`src/box_filter_3x3_edge_aware_macros.svh`:
```
// ----------------------------------------------------------------------------
// box_filter_3x3_edge_aware assertion macros
// Shared concurrent assertion forms, clocked on i_clk, off during reset.
// ----------------------------------------------------------------------------
`ifndef BOX_FILTER_3X3_EDGE_AWARE_MACROS_SVH
`define BOX_FILTER_3X3_EDGE_AWARE_MACROS_SVH

// same-cycle implication
`define BF3EA_ASSERT_IMP(lbl, ante, cons, msg) \
    lbl: assert property (@(posedge i_clk) disable iff (!i_rst_n) (ante) |-> (cons)) \
        else $error(msg);

// next-cycle implication
`define BF3EA_ASSERT_NXT(lbl, ante, cons, msg) \
    lbl: assert property (@(posedge i_clk) disable iff (!i_rst_n) (ante) |=> (cons)) \
        else $error(msg);

`endif

```
`src/bf3ea_pkg.sv`:
```
// ----------------------------------------------------------------------------
// bf3ea_pkg
// Shared constants, types and the divide-by-count reciprocal table.
// ----------------------------------------------------------------------------
package bf3ea_pkg;

    localparam int MAX_WIDTH_DEF    = 32;
    localparam int IMAGE_SIZE_RESET = 32;
    localparam int PIX_W            = 8;
    localparam int SIZE_W           = 6;
    localparam int NUM_SLOTS        = 3;
    localparam int ACC_W            = 12;   // 9 * 255 fits
    localparam int RECIP_W          = 15;
    localparam int RECIP_SHIFT      = 16;

    typedef logic [1:0] t_div_sel;
    localparam t_div_sel DIV_4 = 2'd0;
    localparam t_div_sel DIV_6 = 2'd1;
    localparam t_div_sel DIV_9 = 2'd2;

    typedef logic [1:0] t_slot;

    typedef struct packed {
        logic                 wr_en;
        t_slot                wr_slot;
        logic                 rd_en;
        logic                 rd_colv;
        logic                 acc_clr;
        logic [NUM_SLOTS-1:0] row_mask;
        t_div_sel             div_sel;
        logic                 mul_en;
        logic                 load;
        logic                 image_done;
        logic                 run_end;
    } t_dp_cmd;

    typedef struct packed {
        logic out_free;
    } t_dp_status;

    // floor(s/d) == (s * recip) >> 16 for s <= 2295
    function automatic logic [RECIP_W-1:0] div_recip(input t_div_sel sel);
        case (sel)
            DIV_4:   return RECIP_W'(16384);
            DIV_6:   return RECIP_W'(10923);
            DIV_9:   return RECIP_W'(7282);
            default: return RECIP_W'(16384);
        endcase
    endfunction

endpackage

```
`src/box_filter_3x3_edge_aware.sv`:
```
// ----------------------------------------------------------------------------
// box_filter_3x3_edge_aware
// Flow: each result runs through reads of the left, center and right column and a drain,
//   a multiply, then a load into the output register, held while that register is full.
//   A new input beat is taken only once every result of the previous beat is loaded.
// Reset: position counters cleared, image size 32 (capped at MAX_WIDTH), output empty.
//   Row RAMs are not cleared; every read hits a pixel of the current image.
// ----------------------------------------------------------------------------
module box_filter_3x3_edge_aware #(
    parameter int MAX_WIDTH = bf3ea_pkg::MAX_WIDTH_DEF
) (
    input  logic                         i_clk,
    input  logic                         i_rst_n,
    // configuration write: image size, restarts the image
    input  logic                         i_cfg_valid,
    output logic                         o_cfg_ready,
    input  logic [bf3ea_pkg::SIZE_W-1:0] i_cfg_image_size,
    // pixel input, raster order
    input  logic                         i_pix_valid,
    output logic                         o_pix_ready,
    input  logic [bf3ea_pkg::PIX_W-1:0]  i_pixel_in,
    // smoothed result output
    output logic                         o_res_valid,
    input  logic                         i_res_ready,
    output logic [bf3ea_pkg::PIX_W-1:0]  o_pixel_out,
    output logic                         o_image_done,
    output logic                         o_run_end
);

    localparam int AW = $clog2(MAX_WIDTH);

    // Results run one row behind the input. Pixel (r,c) with r,c >= 1 yields
    // result (r-1,c-1); at the last column also (r-1,N-1). The final pixel
    // of the image then flushes the whole last row. Row RAM slot = row mod 3.
    bf3ea_pkg::t_dp_cmd    cmd;
    bf3ea_pkg::t_dp_status status;
    logic [AW-1:0]         waddr;
    logic [AW-1:0]         raddr;

    bf3ea_ctrl #(
        .MAX_WIDTH (MAX_WIDTH)
    ) u_ctrl (
        .i_clk            (i_clk),
        .i_rst_n          (i_rst_n),
        .i_pix_valid      (i_pix_valid),
        .o_pix_ready      (o_pix_ready),
        .i_cfg_valid      (i_cfg_valid),
        .o_cfg_ready      (o_cfg_ready),
        .i_cfg_image_size (i_cfg_image_size),
        .o_cmd            (cmd),
        .o_waddr          (waddr),
        .o_raddr          (raddr),
        .i_status         (status)
    );

    // window sum per column, divide by 4/6/9 via reciprocal multiply;
    // the output register lets a new pixel in while a result waits
    bf3ea_dp #(
        .MAX_WIDTH (MAX_WIDTH)
    ) u_dp (
        .i_clk        (i_clk),
        .i_rst_n      (i_rst_n),
        .i_cmd        (cmd),
        .i_waddr      (waddr),
        .i_raddr      (raddr),
        .i_pixel      (i_pixel_in),
        .o_status     (status),
        .o_res_valid  (o_res_valid),
        .i_res_ready  (i_res_ready),
        .o_pixel_out  (o_pixel_out),
        .o_image_done (o_image_done),
        .o_run_end    (o_run_end)
    );

endmodule

```
`src/bf3ea_ram.sv`:
```
// ----------------------------------------------------------------------------
// bf3ea_ram
// Generic single-write, single-read RAM with registered read data.
// ----------------------------------------------------------------------------
module bf3ea_ram #(
    parameter int WIDTH = 8,
    parameter int DEPTH = 32,
    localparam int AW   = (DEPTH > 1) ? $clog2(DEPTH) : 1
) (
    input  logic             i_clk,
    input  logic             i_we,
    input  logic [AW-1:0]    i_waddr,
    input  logic [WIDTH-1:0] i_wdata,
    input  logic [AW-1:0]    i_raddr,
    output logic [WIDTH-1:0] o_rdata
);

    logic [WIDTH-1:0] r_mem [DEPTH];
    logic [WIDTH-1:0] r_rdata;

    always_ff @(posedge i_clk) begin
        if (i_we) begin
            r_mem[i_waddr] <= i_wdata;
        end
        r_rdata <= r_mem[i_raddr];
    end

    assign o_rdata = r_rdata;

endmodule

```
`src/bf3ea_dp.sv`:
```
// ----------------------------------------------------------------------------
// bf3ea_dp
// Datapath: three row RAMs, column accumulator, reciprocal multiply, out reg.
// ----------------------------------------------------------------------------
module bf3ea_dp #(
    parameter int MAX_WIDTH = bf3ea_pkg::MAX_WIDTH_DEF,
    localparam int AW       = $clog2(MAX_WIDTH)
) (
    input  logic                        i_clk,
    input  logic                        i_rst_n,
    input  bf3ea_pkg::t_dp_cmd          i_cmd,
    input  logic [AW-1:0]               i_waddr,
    input  logic [AW-1:0]               i_raddr,
    input  logic [bf3ea_pkg::PIX_W-1:0] i_pixel,
    output bf3ea_pkg::t_dp_status       o_status,
    output logic                        o_res_valid,
    input  logic                        i_res_ready,
    output logic [bf3ea_pkg::PIX_W-1:0] o_pixel_out,
    output logic                        o_image_done,
    output logic                        o_run_end
);

    localparam int PIX_W  = bf3ea_pkg::PIX_W;
    localparam int ACC_W  = bf3ea_pkg::ACC_W;
    localparam int PROD_W = bf3ea_pkg::ACC_W + bf3ea_pkg::RECIP_W;
    localparam int COL_W  = PIX_W + 2;

    logic [PIX_W-1:0]  rd_data [bf3ea_pkg::NUM_SLOTS];
    logic [COL_W-1:0]  colsum;

    logic              r_rd_d;
    logic              r_colv_d;
    logic [ACC_W-1:0]  r_acc;
    logic [PROD_W-1:0] r_prod;
    logic              r_out_valid;
    logic [PIX_W-1:0]  r_pixel;
    logic              r_done;
    logic              r_end;

    for (genvar g = 0; g < bf3ea_pkg::NUM_SLOTS; g++) begin : g_row
        bf3ea_ram #(
            .WIDTH (PIX_W),
            .DEPTH (MAX_WIDTH)
        ) u_ram (
            .i_clk   (i_clk),
            .i_we    (i_cmd.wr_en && (i_cmd.wr_slot == bf3ea_pkg::t_slot'(g))),
            .i_waddr (i_waddr),
            .i_wdata (i_pixel),
            .i_raddr (i_raddr),
            .o_rdata (rd_data[g])
        );
    end

    // one column of the window, rows outside the image masked off
    always_comb begin
        colsum = '0;
        for (int s = 0; s < bf3ea_pkg::NUM_SLOTS; s++) begin
            if (i_cmd.row_mask[s]) begin
                colsum = colsum + COL_W'(rd_data[s]);
            end
        end
        if (!r_colv_d) begin
            colsum = '0;
        end
    end

    always_ff @(posedge i_clk) begin
        if (!i_rst_n) begin
            r_rd_d      <= 1'b0;
            r_out_valid <= 1'b0;
        end else begin
            r_rd_d <= i_cmd.rd_en;
            if (i_cmd.load) begin
                r_out_valid <= 1'b1;
            end else if (i_res_ready) begin
                r_out_valid <= 1'b0;
            end
        end
    end

    always_ff @(posedge i_clk) begin
        r_colv_d <= i_cmd.rd_colv;
        if (i_cmd.acc_clr) begin
            r_acc <= '0;
        end else if (r_rd_d) begin
            r_acc <= r_acc + ACC_W'(colsum);
        end
        if (i_cmd.mul_en) begin
            r_prod <= PROD_W'(r_acc) * PROD_W'(bf3ea_pkg::div_recip(i_cmd.div_sel));
        end
        if (i_cmd.load) begin
            r_pixel <= r_prod[bf3ea_pkg::RECIP_SHIFT +: PIX_W];
            r_done  <= i_cmd.image_done;
            r_end   <= i_cmd.run_end;
        end
    end

    assign o_status.out_free = !r_out_valid || i_res_ready;
    assign o_res_valid       = r_out_valid;
    assign o_pixel_out       = r_pixel;
    assign o_image_done      = r_done;
    assign o_run_end         = r_end;

endmodule

```
`src/bf3ea_ctrl.sv`:
```
// ----------------------------------------------------------------------------
// bf3ea_ctrl
// Controller: position counters, result sequencing, window read schedule.
// ----------------------------------------------------------------------------
`include "box_filter_3x3_edge_aware_macros.svh"

module bf3ea_ctrl #(
    parameter int MAX_WIDTH = bf3ea_pkg::MAX_WIDTH_DEF,
    localparam int AW       = $clog2(MAX_WIDTH)
) (
    input  logic                         i_clk,
    input  logic                         i_rst_n,
    input  logic                         i_pix_valid,
    output logic                         o_pix_ready,
    input  logic                         i_cfg_valid,
    output logic                         o_cfg_ready,
    input  logic [bf3ea_pkg::SIZE_W-1:0] i_cfg_image_size,
    output bf3ea_pkg::t_dp_cmd           o_cmd,
    output logic [AW-1:0]                o_waddr,
    output logic [AW-1:0]                o_raddr,
    input  bf3ea_pkg::t_dp_status        i_status
);

    localparam int NW      = $clog2(MAX_WIDTH + 1);
    localparam int RESET_N = (bf3ea_pkg::IMAGE_SIZE_RESET > MAX_WIDTH) ?
                             MAX_WIDTH : bf3ea_pkg::IMAGE_SIZE_RESET;

    localparam logic [1:0] S_IDLE = 2'd0;
    localparam logic [1:0] S_RD   = 2'd1;
    localparam logic [1:0] S_MUL  = 2'd2;
    localparam logic [1:0] S_OUT  = 2'd3;

    // read phase: left, center, right column, then drain
    localparam logic [1:0] K_PREV = 2'd0;
    localparam logic [1:0] K_MID  = 2'd1;
    localparam logic [1:0] K_NEXT = 2'd2;
    localparam logic [1:0] K_LAST = 2'd3;

    function automatic bf3ea_pkg::t_slot slot_inc(input bf3ea_pkg::t_slot s);
        return (s == 2'd2) ? 2'd0 : s + 2'd1;
    endfunction

    function automatic bf3ea_pkg::t_slot slot_dec(input bf3ea_pkg::t_slot s);
        return (s == 2'd0) ? 2'd2 : s - 2'd1;
    endfunction

    logic [1:0]           r_state, n_state;
    logic [1:0]           r_k, n_k;
    logic [NW-1:0]        r_n;
    logic [AW-1:0]        r_row;
    logic [AW-1:0]        r_col;
    bf3ea_pkg::t_slot     r_slot;
    logic [AW-1:0]        r_in_row;
    logic [AW-1:0]        r_in_col;
    bf3ea_pkg::t_slot     r_in_slot;
    logic                 r_in_last;
    logic [AW-1:0]        r_jcol, n_jcol;
    logic                 r_jflush, n_jflush;

    logic [NW-1:0]        cfg_n;
    logic [AW-1:0]        nm1;
    logic [AW-1:0]        nm2;
    logic                 pix_acc;
    logic                 cfg_acc;
    logic                 in_last;
    logic                 has_first;
    logic                 more_b;
    logic                 start_flush;
    logic                 cont_flush;
    logic                 rows3;
    logic                 cols3;

    assign nm1       = AW'(r_n - NW'(1));
    assign nm2       = AW'(r_n - NW'(2));
    assign o_pix_ready = (r_state == S_IDLE);
    assign o_cfg_ready = 1'b1;
    assign pix_acc   = i_pix_valid && o_pix_ready;
    assign cfg_acc   = i_cfg_valid;
    assign in_last   = (r_row == nm1) && (r_col == nm1);
    assign has_first = (r_row != '0) && (r_col != '0);

    // clamp written size to [2, MAX_WIDTH]
    always_comb begin
        if (int'(i_cfg_image_size) < 2) begin
            cfg_n = NW'(2);
        end else if (int'(i_cfg_image_size) > MAX_WIDTH) begin
            cfg_n = NW'(MAX_WIDTH);
        end else begin
            cfg_n = NW'(i_cfg_image_size);
        end
    end

    // what follows the current result for this input beat
    assign more_b      = !r_jflush && (r_in_col == nm1) && (r_jcol == nm2);
    assign start_flush = !r_jflush && !more_b && r_in_last;
    assign cont_flush  = r_jflush && (r_jcol != nm1);
    assign rows3       = !r_jflush && (r_in_row > AW'(1));
    assign cols3       = (r_jcol != '0) && (r_jcol != nm1);

    always_comb begin
        n_state  = r_state;
        n_k      = r_k;
        n_jcol   = r_jcol;
        n_jflush = r_jflush;
        case (r_state)
            S_IDLE: begin
                if (pix_acc && has_first) begin
                    n_state  = S_RD;
                    n_k      = K_PREV;
                    n_jcol   = r_col - AW'(1);
                    n_jflush = 1'b0;
                end
            end
            S_RD: begin
                if (r_k == K_LAST) begin
                    n_state = S_MUL;
                end
                n_k = r_k + 2'd1;
            end
            S_MUL: begin
                n_state = S_OUT;
            end
            S_OUT: begin
                if (i_status.out_free) begin
                    n_k = K_PREV;
                    if (more_b) begin
                        n_state = S_RD;
                        n_jcol  = nm1;
                    end else if (start_flush) begin
                        n_state  = S_RD;
                        n_jflush = 1'b1;
                        n_jcol   = '0;
                    end else if (cont_flush) begin
                        n_state = S_RD;
                        n_jcol  = r_jcol + AW'(1);
                    end else begin
                        n_state = S_IDLE;
                    end
                end
            end
            default: begin
                n_state = S_IDLE;
            end
        endcase
    end

    always_comb begin
        o_cmd          = '0;
        o_raddr        = r_jcol;
        o_cmd.wr_en    = pix_acc;
        o_cmd.wr_slot  = r_slot;
        o_cmd.rd_en    = (r_state == S_RD) && (r_k != K_LAST);
        o_cmd.acc_clr  = (r_state == S_RD) && (r_k == K_PREV);
        o_cmd.mul_en   = (r_state == S_MUL);
        o_cmd.load     = (r_state == S_OUT) && i_status.out_free;
        o_cmd.image_done = r_jflush && (r_jcol == nm1);
        o_cmd.run_end  = !(more_b || start_flush || cont_flush);
        case (r_k)
            K_PREV: begin
                o_cmd.rd_colv = (r_jcol != '0);
                if (r_jcol != '0) begin
                    o_raddr = r_jcol - AW'(1);
                end
            end
            K_MID: begin
                o_cmd.rd_colv = 1'b1;
            end
            K_NEXT: begin
                o_cmd.rd_colv = (r_jcol != nm1);
                if (r_jcol != nm1) begin
                    o_raddr = r_jcol + AW'(1);
                end
            end
            default: begin
                o_cmd.rd_colv = 1'b0;
            end
        endcase
        // own row and the one above are always inside; the third only mid-image
        o_cmd.row_mask[r_in_slot]           = 1'b1;
        o_cmd.row_mask[slot_dec(r_in_slot)] = 1'b1;
        o_cmd.row_mask[slot_inc(r_in_slot)] = rows3;
        if (rows3 && cols3) begin
            o_cmd.div_sel = bf3ea_pkg::DIV_9;
        end else if (rows3 || cols3) begin
            o_cmd.div_sel = bf3ea_pkg::DIV_6;
        end else begin
            o_cmd.div_sel = bf3ea_pkg::DIV_4;
        end
    end

    assign o_waddr = r_col;

    always_ff @(posedge i_clk) begin
        if (!i_rst_n) begin
            r_state <= S_IDLE;
            r_k     <= K_PREV;
            r_n     <= NW'(RESET_N);
            r_row   <= '0;
            r_col   <= '0;
            r_slot  <= '0;
        end else begin
            r_state <= n_state;
            r_k     <= n_k;
            if (cfg_acc) begin
                r_n    <= cfg_n;
                r_row  <= '0;
                r_col  <= '0;
                r_slot <= '0;
            end else if (pix_acc) begin
                if (r_col == nm1) begin
                    r_col <= '0;
                    if (r_row == nm1) begin
                        r_row  <= '0;
                        r_slot <= '0;
                    end else begin
                        r_row  <= r_row + AW'(1);
                        r_slot <= slot_inc(r_slot);
                    end
                end else begin
                    r_col <= r_col + AW'(1);
                end
            end
        end
    end

    always_ff @(posedge i_clk) begin
        r_jcol   <= n_jcol;
        r_jflush <= n_jflush;
        if (pix_acc) begin
            r_in_row  <= r_row;
            r_in_col  <= r_col;
            r_in_slot <= r_slot;
            r_in_last <= in_last;
        end
    end

    `BF3EA_ASSERT_NXT(a_rd_then_mul, (r_state == S_RD && r_k == K_LAST), (r_state == S_MUL), "read phase did not end in multiply")
    `BF3EA_ASSERT_IMP(a_load_free, o_cmd.load, i_status.out_free, "result loaded over a pending beat")
    `BF3EA_ASSERT_IMP(a_done_ends_run, (o_cmd.load && o_cmd.image_done), o_cmd.run_end, "image end not marked as run end")
    `BF3EA_ASSERT_IMP(a_pos_range, 1'b1, (r_row <= nm1 && r_col <= nm1), "position counter beyond image")

endmodule

```
`config.mk`:
```
export PLATFORM = sky130hd
export DESIGN_NAME = box_filter_3x3_edge_aware
export DESIGN_NICKNAME = d
export VERILOG_FILES = /design/src/bf3ea_pkg.sv /design/src/box_filter_3x3_edge_aware.sv /design/src/bf3ea_ram.sv /design/src/bf3ea_dp.sv /design/src/bf3ea_ctrl.sv
export VERILOG_INCLUDE_DIRS = /design/src /design/src/src
export SDC_FILE = /design/constraint.sdc
export NUM_CORES = 1
export LEC_CHECK = 0
export BUFFER_PORTS_ARGS = -buffer_cell sky130_fd_sc_hd__buf_2
export CAP_MARGIN = 20
export CORE_ASPECT_RATIO = 0.7
export CORE_MARGIN = 5
export CORE_UTILIZATION = 50
export CTS_BUF_LIST = sky130_fd_sc_hd__clkbuf_8
export DETAILED_ROUTE_END_ITERATION = 12
export HOLD_SLACK_MARGIN = 0.1
export PLACE_DENSITY = 0.76
export SLEW_MARGIN = 15
export SYNTH_ARGS = -nofsm -noshare
export SYNTH_HDL_FRONTEND = slang
export SYNTH_HIERARCHICAL = 1
export SYNTH_SLANG_ARGS = --single-unit
```
`constraint.sdc`:
```
create_clock -name i_clk -period 7.4 [get_ports i_clk]
set_input_delay 1.48 -clock i_clk [delete_from_list [all_inputs] [get_ports i_clk]]
set_output_delay 1.48 -clock i_clk [all_outputs]
set_load 0.01 [all_outputs]
```
==> results of run 1 <==
==> final cells by class <==
type | instances | share of cell area [%]
clock inverter | 105 | 1.421
sequential | 864 | 58.40
clock buffer | 119 | 3.774
inverter | 190 | 1.643
tap | 1056 | 3.044
multi-input combinational | 1148 | 30.63
timing repair buffer | 64 | 1.090
==> through the flow <==
| stage | area [um2] | setup WS, ps | utilization (%) | total power [mW] | hold WS (ps) |
|---|---|---|---|---|---|
| after CTS | 43340 | 104.8 | 55.03 | 9.254 | 419.9 |
| final | 43400 | 314.3 | 55.10 | 9.170 | 420.2 |
| after floorplan | 39770 | 238.7 | - | 5.639 | 400.3 |
| after detailed placement | 41080 | 18.02 | 52.15 | 5.777 | 405.4 |
| after global placement | 41080 | 179.7 | 52.15 | 5.760 | 402.4 |
| after global routing | 43400 | -38.99 | 55.10 | 9.510 | 432.1 |
==> critical path: cells and delay by family, from the launching register on <==
kind                     cells  cell delay, ps
AO/OA/AOI/OAI                3             870
XOR/XNOR                     2             330
adder cells (fa/ha/maj)      9            3770
buffers and inverters        7             560
flip-flops                   1             340
AND/OR/NAND/NOR              6             950
==> what timing repair did <==
action / 4_1_cts / 5_1_grt
gates resized for setup: 1 / 13
setup buffers: 0 / 2
pin swaps: 0 / 5
endpoints found under the setup margin: 1 / 6
==> power by group through the flow <==
| stage | logic [mW] | clock network, mW | registers [mW] |
|---|---|---|---|
| 2_1_floorplan | 0.188 | 0 | 5.45 |
| 3_3_place_gp | 0.305 | 0 | 5.45 |
| 3_5_place_dp | 0.321 | 0 | 5.46 |
| 4_1_cts | 0.322 | 3.58 | 5.35 |
| 5_1_grt | 0.362 | 3.80 | 5.35 |
| 6_report | 0.327 | 3.49 | 5.35 |
==> worst min-delay path by stage <==
stage | from | to | slack [ps] | cells past startpoint
CTS | u_dp/r_prod[22]$_DFFE_PP_ | u_dp/o_pixel_out[6]$_DFFE_PP_ | 420 | 0
detailed placement | u_dp/r_prod[17]$_DFFE_PP_ | u_dp/o_pixel_out[1]$_DFFE_PP_ | 410 | 0
global placement | u_dp/r_prod[17]$_DFFE_PP_ | u_dp/o_pixel_out[1]$_DFFE_PP_ | 400 | 0
floorplan | u_dp/r_prod[16]$_DFFE_PP_ | u_dp/o_pixel_out[0]$_DFFE_PP_ | 400 | 0
finish | u_dp/r_prod[17]$_DFFE_PP_ | u_dp/o_pixel_out[1]$_DFFE_PP_ | 420 | 0
global route | u_dp/r_prod[18]$_DFFE_PP_ | u_dp/o_pixel_out[2]$_DFFE_PP_ | 430 | 0
==> state kept, by name, indices dropped and copies added (netlist names), 2 cells and up <==
signal / count
u_ctrl/o_waddr: 5
u_ctrl/r_in_col: 5
u_ctrl/r_in_row: 4
u_ctrl/r_in_slot: 2
u_ctrl/r_jcol: 5
u_ctrl/r_k: 2
u_ctrl/r_n: 5
u_ctrl/r_row: 5
u_ctrl/r_slot: 2
u_ctrl/r_state: 2
u_dp/g_row.u_ram/o_rdata: 24
u_dp/g_row.u_ram/r_mem: 768
u_dp/o_pixel_out: 8
u_dp/r_acc: 12
u_dp/r_prod: 8
==> cell families (layout without fill, tap and decap cells) <==
group | Yosys count | after routing
buffers and inverters | 287 | 478
multiplexers | 278 | 278
other | 1 | 1
AO/OA/AOI/OAI | 164 | 164
flip-flops | 864 | 864
AND/OR/NAND/NOR | 426 | 426
XOR/XNOR | 68 | 68
adder cells (fa/ha/maj) | 211 | 211
==> Yosys cell counts, types with 36 or more instances <==
library cell / instances / area [um2]
o21ai_0: 38 / 190.2
edfxtp_1: 804 / 24140
clkbuf_1: 37 / 138.9
ha_1: 117 / 1464
xnor2_1: 38 / 332.8
dfxtp_1: 60 / 1201
inv_1: 190 / 713.2
and2_1: 36 / 225.2
nor2_1: 140 / 525.5
nand2_1: 65 / 244.0
mux4_2: 240 / 5405
fa_1: 92 / 1842
==> per-layer routing <==
layer  part of all wire [%]  GRT usage [%]  routed length [um]  vias up
met1                     44          31.22               37720    11044
met4                    1.4          4.026                1237        0
met5                      0              0                   0        -
li1                       -              -                   -     9060
met3                     11          5.793                9374      126
met2                     44          29.78               38270     1027
==> flow_metrics.env, run 1 <==
export IMPL_synth_flop_cell="edfxtp_1"
export IMPL_finalWirelength_um=86600
export IMPL_final_common_cell="edfxtp_1"
export IMPL_p_int_mw=7.151
export IMPL_start_kind="flip-flop"
export IMPL_p_sw_share_pct=22.02
export IMPL_place_congestion=0.9123
export IMPL_ys_warn_count=6
export IMPL_switchingPower_mw=2.019
export IMPL_p_per_area_nw_per_um2=211.3
export IMPL_cts_clk_slew_worst_paths_ps=60
export IMPL_nNetsFinal=2615
export IMPL_antenna_cells=0
export IMPL_reg2reg_depth=27
export IMPL_ys_seq_area_share_pct=63.72
export IMPL_period_share_pct=95.75
export IMPL_wl_per_cell_um=24.42
export IMPL_initial_core_util_pct=50.50
export IMPL_clk_latency_ps=750
export IMPL_first_iter_violations=2171
export IMPL_ir_drop_mv=0.1872
export IMPL_num_vias=21257
export IMPL_numCtsBuffers=119
export IMPL_multi_input_area_um2=13290
export IMPL_cts_tree="done"
export IMPL_crit_slowest_cell="fa_1"
export IMPL_reg2reg_slack_ps=310
export IMPL_hpwl_um=55400
export IMPL_synthXorXnorAreaFrac_pct=1.749
export IMPL_tightest_slew_ps=1131
export IMPL_drc=0
export IMPL_synth_edff_count=804
export IMPL_synthCells=2299
export IMPL_area_growth_pct=9.119
export IMPL_dp_cells=3320
export IMPL_overflow=0
export IMPL_slew_headroom_pct=24.58
export IMPL_path_max_fanout=10
export IMPL_via_per_inst=5.995
export IMPL_seq_area_um2=25350
export IMPL_muxShareOfSynthArea_pct=14.64
export IMPL_rows=86
export IMPL_drive_gt1_share_pct=21.33
export IMPL_die_width_um=347.1
export IMPL_startpoint="u_ctrl/r_n[2]$_SDFFE_PN0P_"
export IMPL_grt_pass1_wl_um=132900
export IMPL_period_minus_slack_ps=7086
export IMPL_tns_ps=0
export IMPL_hold_violations=0
export IMPL_fmax_ghz=0.1411
export IMPL_synth_area_per_cell_um2=17.30
export IMPL_hp_class="reg -> reg"
export IMPL_antenna_left=0
export IMPL_r2r_start="u_ctrl/r_n[2]$_SDFFE_PN0P_"
export IMPL_boundaryPins=32
export IMPL_synth_fp_nets=2527
export IMPL_slew_violations=0
export IMPL_grt_max_degree=113
export IMPL_comb_power_share_pct=3.6
export IMPL_portBuffers=30
export IMPL_die_area_um2=85380
export IMPL_endpoint_kind="flip-flop"
export IMPL_cts_sinks=864
export IMPL_stdcell_count=3546
export IMPL_clk_path_buf_depth=3
export IMPL_critPathMostFrequentCell="inv_1"
export IMPL_cp_required_ps=7890
export IMPL_max_stage_delay_ps=530
export IMPL_htreeDepth=3
export IMPL_crit_end="u_dp/r_prod[21]$_DFFE_PP_"
export IMPL_first_pass_iters=5
export IMPL_p_seq_share_pct=58.4
export IMPL_core_area_um2=78770
export IMPL_finalSetupViolations=0
export IMPL_skew_ps=46.83
export IMPL_layout_common_cells="edfxtp_1, mux4_2, inv_1"
export IMPL_critPathArrivalTime_ps=7570
export IMPL_r2r_end="u_dp/r_prod[21]$_DFFE_PP_"
export IMPL_synth_simple_area_share_pct=5.571
export IMPL_p_leak_nw=15.04
export IMPL_antenna_found_initial=0
export IMPL_synth_cell_types=92
export IMPL_synthAdderAreaFrac_pct=8.361
export IMPL_ys_seq_elements=864
export IMPL_netlist_area_um2=39770
export IMPL_cts_root_buf="clkbuf_8"
export IMPL_synthArstFlopShare_pct=0
export IMPL_status="finished clean"
export IMPL_fill_cells=6038
export IMPL_critical_path_class="reg -> reg"
export IMPL_synth_top_family_by_area="multiplexers"
export IMPL_ctsHoldBuffers=0
export IMPL_maxCapViolations=0
export IMPL_die_h_um=246.0
export IMPL_clock_power_share_pct=38.1
export IMPL_grt_pass1_vias=21504
export IMPL_track_usage_pct=20.43
export IMPL_synth_compound_area_share_pct=2.859
No activity file was read; power rests on OpenSTA's default activity.
==> inputs of run 2 (changes only) <==
--- a/config.mk
+++ b/config.mk
@@ -10,11 +10,11 @@
 export CAP_MARGIN = 20
 export CORE_ASPECT_RATIO = 0.7
 export CORE_MARGIN = 5
-export CORE_UTILIZATION = 50
+export CORE_UTILIZATION = 59
 export CTS_BUF_LIST = sky130_fd_sc_hd__clkbuf_8
 export DETAILED_ROUTE_END_ITERATION = 12
 export HOLD_SLACK_MARGIN = 0.1
-export PLACE_DENSITY = 0.76
+export PLACE_DENSITY = 0.86
 export SLEW_MARGIN = 15
 export SYNTH_ARGS = -nofsm -noshare
 export SYNTH_HDL_FRONTEND = slang
==> flow_metrics.env, run 2 (synthesis gave the netlist of run 1 again) <==
export IMPL_status="finished clean"
export IMPL_path_max_fanout=12
export IMPL_cts_sinks=864
export IMPL_cts_clk_slew_worst_paths_ps=70
export IMPL_p_leak_nw=15.11
export IMPL_period_share_pct=95.92
export IMPL_layout_common_cells="edfxtp_1, mux4_2, inv_1"
export IMPL_core_area_um2=66620
export IMPL_critPathArrivalTime_ps=7580
export IMPL_drc=0
export IMPL_die_area_um2=72790
export IMPL_final_util_pct=64.85
export IMPL_area_growth_pct=8.626
export IMPL_nNetsFinal=2622
export IMPL_hp_class="reg -> reg"
export IMPL_endpoint_kind="flip-flop"
export IMPL_power_total_mw=9.078
export IMPL_dpl_cell_area_um2=40890
export IMPL_tightest_slew_ps=1107
export IMPL_finalWirelength_um=87060
export IMPL_start_kind="flip-flop"
export IMPL_fin_ws_ps=301.9
export IMPL_die_width_um=320.3
export IMPL_clk_latency_ps=750
export IMPL_boundaryPins=32
export IMPL_grt_pass1_vias=21607
export IMPL_clk_path_buf_depth=3
export IMPL_stdcell_count=3385
export IMPL_fmax_ghz=0.1409
export IMPL_wl_per_cell_um=25.72
export IMPL_slew_violations=0
export IMPL_reg2reg_slack_ps=300
export IMPL_period_minus_slack_ps=7098
export IMPL_ir_drop_mv=0.2358
export IMPL_initial_core_util_pct=59.70
export IMPL_skew_ps=32.13
export IMPL_numCtsBuffers=118
export IMPL_rows=79
export IMPL_p_per_area_nw_per_um2=210.1
export IMPL_antenna_found_initial=2
export IMPL_antenna_left=0
export IMPL_place_congestion=0.9481
export IMPL_cts_tree="done"
export IMPL_grt_max_degree=137
export IMPL_htreeDepth=3
export IMPL_first_pass_iters=8
export IMPL_cts_root_buf="clkbuf_8"
export IMPL_overflow=0
export IMPL_die_h_um=227.2
export IMPL_portBuffers=30
export IMPL_drive_gt1_share_pct=21.66
export IMPL_fin_area_um2=43210
export IMPL_grt_pass1_wl_um=133300
export IMPL_slew_headroom_pct=26.23
export IMPL_tns_ps=0
export IMPL_whs_ps=420.9
export IMPL_track_usage_pct=24.27
export IMPL_maxCapViolations=0
export IMPL_largest_reg_flops=768
export IMPL_first_iter_violations=2833
export IMPL_finalSetupViolations=0
export IMPL_num_vias=21466
export IMPL_place_ws_ps=-2.992
export IMPL_via_per_inst=6.342
export IMPL_dp_cells=3162
export IMPL_hold_violations=0
export IMPL_critical_path_class="reg -> reg"
export IMPL_hpwl_um=55860
export IMPL_largest_register="u_dp/g_row.u_ram/r_mem"
export IMPL_cp_required_ps=7890
export IMPL_final_common_cell="edfxtp_1"
## run 2: path summary, 6_finish.rpt
| check | from | endpoint | cells after the start |
|---|---|---|---|
| setup reg to reg | u_ctrl/r_n[1]$_SDFFE_PN0P_ | u_dp/r_prod[21]$_DFFE_PP_ | 27 |
| hold / removal | u_dp/r_prod[17]$_DFFE_PP_ | u_dp/o_pixel_out[1]$_DFFE_PP_ | 0 |
| hold reg to reg | u_dp/r_prod[17]$_DFFE_PP_ | u_dp/o_pixel_out[1]$_DFFE_PP_ | 0 |
| setup / recovery | u_ctrl/r_n[1]$_SDFFE_PN0P_ | u_dp/r_prod[21]$_DFFE_PP_ | 27 |
## run 2: routing by layer
| layer | global-route usage, % | vias up | part of all wire (%) |
|---|---|---|---|
| li1 | - | 9066 | - |
| met1 | 38.40 | 10923 | 42 |
| met2 | 35.39 | 1334 | 44 |
| met3 | 5.946 | 141 | 12 |
| met4 | 4.696 | 2 | 1.9 |
| met5 | 0 | - | 0.015 |
## run 2: cell type report
class / instances / area, um2
flip-flops and latches: 864 / 25340
fillers: 4361 / 23420
multi-input cells: 1148 / 13320
clock buffers: 128 / 1762
well taps: 891 / 1115
inverters: 190 / 713.2
repair buffers: 72 / 503.0
clock inverters: 91 / 444.2
diodes: 1 / 2.502
## run 2: timing repair
action                     4_1_cts  5_1_grt
cloned                           0        0
setup buffers                    0        2
hold buffers                     0        0
setup endpoints to repair        3        6
gates resized for setup          1       18
pin swaps                        0        4
## run 2: where the power goes
group / internal (mW) / total (mW) / switching (mW)
Clock: 1.64 / 3.39 / 1.75
Combinational: 0.116 / 0.336 / 0.220
Sequential: 5.34 / 5.35 / 0.00936
## run 2: worst max-delay path, stage by stage (launching register included)
cell and delay (ps):
dfxtp_1 360, inv_2 100, ha_2 210, nor3b_4 220, xnor3_1 260, and3_1 220, nor2_1 150, ha_1 270
inv_1 100, ha_4 240, buf_4 190, and2_1 170, fa_1 490, inv_1 60, fa_1 520, fa_1 500
inv_1 60, fa_1 530, inv_1 50, fa_1 520, inv_1 40, ha_1 340, nand2_1 130, a2111oi_4 450
nand4_1 170, and2_1 220, a31oi_2 190, xor2_1 80
